File: src/hw/rtl/rqsk_ram.sv
`default_nettype none
module rqsk_ram #(
    parameter int WIDTH = 8,
    parameter int DEPTH = 16
) (
    input  wire logic                     aclk,
    input  wire logic                     we,
    input  wire logic [$clog2(DEPTH)-1:0] waddr,
    input  wire logic [WIDTH-1:0]         wdata,
    input  wire logic [$clog2(DEPTH)-1:0] raddr,
    output logic      [WIDTH-1:0]         rdata
);

    logic [WIDTH-1:0] mem [DEPTH];

    always_ff @(posedge aclk) begin
        if (we) begin
            mem[waddr] <= wdata;
        end
        rdata <= mem[raddr];
    end

endmodule
`default_nettype wire

File: config.mk
export PLATFORM = sky130hd
export DESIGN_NAME = rqsk_ram
export DESIGN_NICKNAME = d
export VERILOG_FILES = /design/src/hw/rtl/rqsk_ram.sv
export SDC_FILE = /design/constraint.sdc
export NUM_CORES = 1
export LEC_CHECK = 0
export ABC_AREA = 1
export BUFFER_PORTS_ARGS = -buffer_cell sky130_fd_sc_hd__buf_2
export CORE_AREA = 2 2 82 123
export CTS_BUF_LIST = sky130_fd_sc_hd__clkbuf_4
export CTS_CLUSTER_SIZE = 8
export DETAILED_ROUTE_END_ITERATION = 10
export DIE_AREA = 0 0 84 125
export GPL_TIMING_DRIVEN = 0
export MAX_ROUTING_LAYER = met4
export PLACE_DENSITY = 0.77
export SLEW_MARGIN = 20
export SYNTH_ARGS = -nofsm -noshare
export SYNTH_HDL_FRONTEND = slang
export SYNTH_SLANG_ARGS = --single-unit
File: constraint.sdc
create_clock -name aclk -period 1.9 [get_ports aclk]
set_clock_uncertainty 0.15 [all_clocks]
set_input_delay 0.38 -clock aclk [delete_from_list [all_inputs] [get_ports aclk]]
set_output_delay 0.38 -clock aclk [all_outputs]
set_load 0.1 [all_outputs]
==> results.md <==
- WP data arrival: about 1300 ps
- Vias in the first global route: 3769
- Setup crit end kind: primary output
- DIE HEIGHT: 125 µm
- Yosys warning count: 0
- Gpl congestion: between 0.9 and 1
- Iteration-0 DRC Markers: about 400
- Synthesized area: between 5000 and 6000 µm²
- Multi-input logic area: about 1200 µm²
- Vias per cell: roughly 5.4
- Crit path launch type: flip-flop
- Master of the slowest instance on the critical path: buf_2
- Mean Syn Cell Area: 10.47 µm²
- Final setup vio count: 0
- Final core occ: 65.53%
- CP bufs+invs: 1
- Placed Cells: slightly below 700
- Pwr dens: a little under 900 nW/µm²
- Total die area: approximately 11000 µm²
- Final setup margin: roughly 80 ps
- Initial Util: approximately three fifths
- Tcrit/Tclk final: 95.75%
- Max_cap viols: 0
- Req. time, crit path: approximately 1400 ps
- Worst-path cell chain: buf_2
- Clock tree sinks: 136
- FF+latch area: ~4000 µm²
- Setup TNS after final layout: 0 ps
- Boundary pin count: 26
- VDD IR-drop max: 675.1 µV
- Relative max-transition margin: 29.50%
- Post-cts resize count: 0
- Largest net degree at the start of global routing: 17
- Total number of vias: ~3900
- Mapped Nets: approximately 570
- Num CTS Buffers: 17
- Postcts setup bufs: 0
- Post-CTS Hold Fix Bufs: 0
- Initial antenna violation count: 0
- Leak Pwr: approximately 0.0027 µW
- Row count: 44
- GRT Total Usage: 26.90%
- DPL Wire Length: roughly 8600 µm
- WL/cell: approximately 18 µm
- Final Critical Period: 1819 ps
- # diodes: 0
- Critical Path Fanout Max: 1
- Seq cells post-synth: 136
- Largest stage delay, worst path: 420 ps
- Die Wd: approximately 84 µm
- Root Driver: clkbuf_4
- First-pass GRT wire length: 20110 µm
- Status: complete, no violations
- Kind of critical path: flip-flop to primary output
- Slew @ Worst Pin: about 1100 ps
- Cell variety after synth: 12
- Syn-to-layout area delta: 8.223%
- CTS tree: yes
- Final Hold Viols: 0
- Unrepaired setup endpoints after global routing: false
- Synth Instances: around 550
- Sequential area share after synthesis: between 60% and 70%
- DR DRC count: 0
- Clock tree buffer depth: 2
- Post-synth top area share: between 60% and 70%
- Non-filler cells in the finished layout: 719
- H-Tree Depth: 4
- Gr ovfl total: 0
- Clk_lat worst skew: roughly 540 ps
- CTS clock-pin slew for the worst setup and hold paths: approximately 120 ps
- Final #Nets: between 600 and 700
- Cell family with most CP delay: buffers and inverters
- Port-buffer cells: 22
- Hold/Removal Path Class: input pin to flip-flop
- Routed Antenna Nets: 0
- Dpl ws: -146.5 ps
- Share of layout cells above drive strength 1: around an eighth
- DR pass1 iterations: 6
- FILL cells: approximately 740
- Final wirelength: between 10000 and 15000 µm
- FMAX: ~0.55 GHz
- Final Max Tran Viols: 0
- Area of the core: between 9000 and 10000 µm²
- Post-synth top area cell: edfxtp_1
- Synth area leaders: edfxtp_1, nand2_1, nand3_1, inv_1, dfxtp_1
## cell type report
class,count,area share [%]
flip-flops and latches,136,64.15
multi-input cells,289,19.45
inverters,102,6.135
plain buffers,24,2.666
well taps,115,2.306
clock buffers,18,2.165
repair buffers,22,1.764
clock inverters,13,1.363
## power by group
group / switching [µW] / internal (µW) / total [µW]
sequential: 16.4 / 3350 / 3360
combinational: 441 / 129 / 569
clock: 1030 / 509 / 1540
## path summary, 6_finish.rpt
check        startpoint         end  slack, ps  depth (start not counted)
max            rdata[7]    rdata[7]         80                          1
min reg2reg  mem[12][2]    rdata[2]        540                          6
max reg2reg   mem[7][0]    rdata[0]        720                          6
min            wdata[4]  mem[15][4]         80                          1
## stage by stage
stage               hold slack (ps)  power [µW]  area, µm²
floorplan                     328.9        3812       5767
global placement              520.7        3980       6021
detailed placement            515.5        3994       6021
CTS                           59.75        5470       6241
global route                  56.82        5639       6241
finish                        79.94        5469       6241
## per-layer routing
metal  vias to the layer above  share of wire (%)  GRT usage [%]
met5                         -                  0              -
met4                         0                3.3          12.14
met3                        43                8.3          6.997
met2                       195                 49          41.69
met1                      1798                 40          33.57
li1                       1859                  -              -
## worst reg2reg max path, stage by stage, from the launching register on
cell	delay [ps]
edfxtp_1	380
inv_1	60
nand2_1	40
nand3_1	90
nand3_1	90
nand3_1	190
nand2_1	70
## cell usage in the layout, fill, tap and decap left out
cell | netlist | routed
buf_6 | 6 | 6
edfxtp_1 | 128 | 128
nand3b_1 | 2 | 2
buf_1 | 1 | 1
dfxtp_1 | 8 | 8
nor2_1 | 17 | 17
nand2_1 | 173 | 173
inv_2 | 2 | 2
inv_1 | 100 | 100
clkinv_1 | 0 | 1
clkinv_4 | 0 | 3
buf_4 | 4 | 4
buf_2 | 13 | 35
nand3_1 | 97 | 97
clkinv_2 | 0 | 5
clkinvlp_4 | 0 | 4
clkbuf_4 | 0 | 18
## Yosys cell counts
library cell    n
buf_4           4
nand3b_1        2
nand3_1        97
buf_1           1
nor2_1         17
buf_6           6
dfxtp_1         8
edfxtp_1      128
nand2_1       173
inv_2           2
buf_2          13
inv_1         100
## flip-flops by register name, indices dropped and copies added, names as in the netlist
signal / flops
rdata: 8
mem: 128
## cell families after synthesis
logic type | synth area share [%]
and+or+nand+nor | 21.05
DFF | 69.43
buffers and inverters | 9.525
Power figures use the tool's default switching activity.
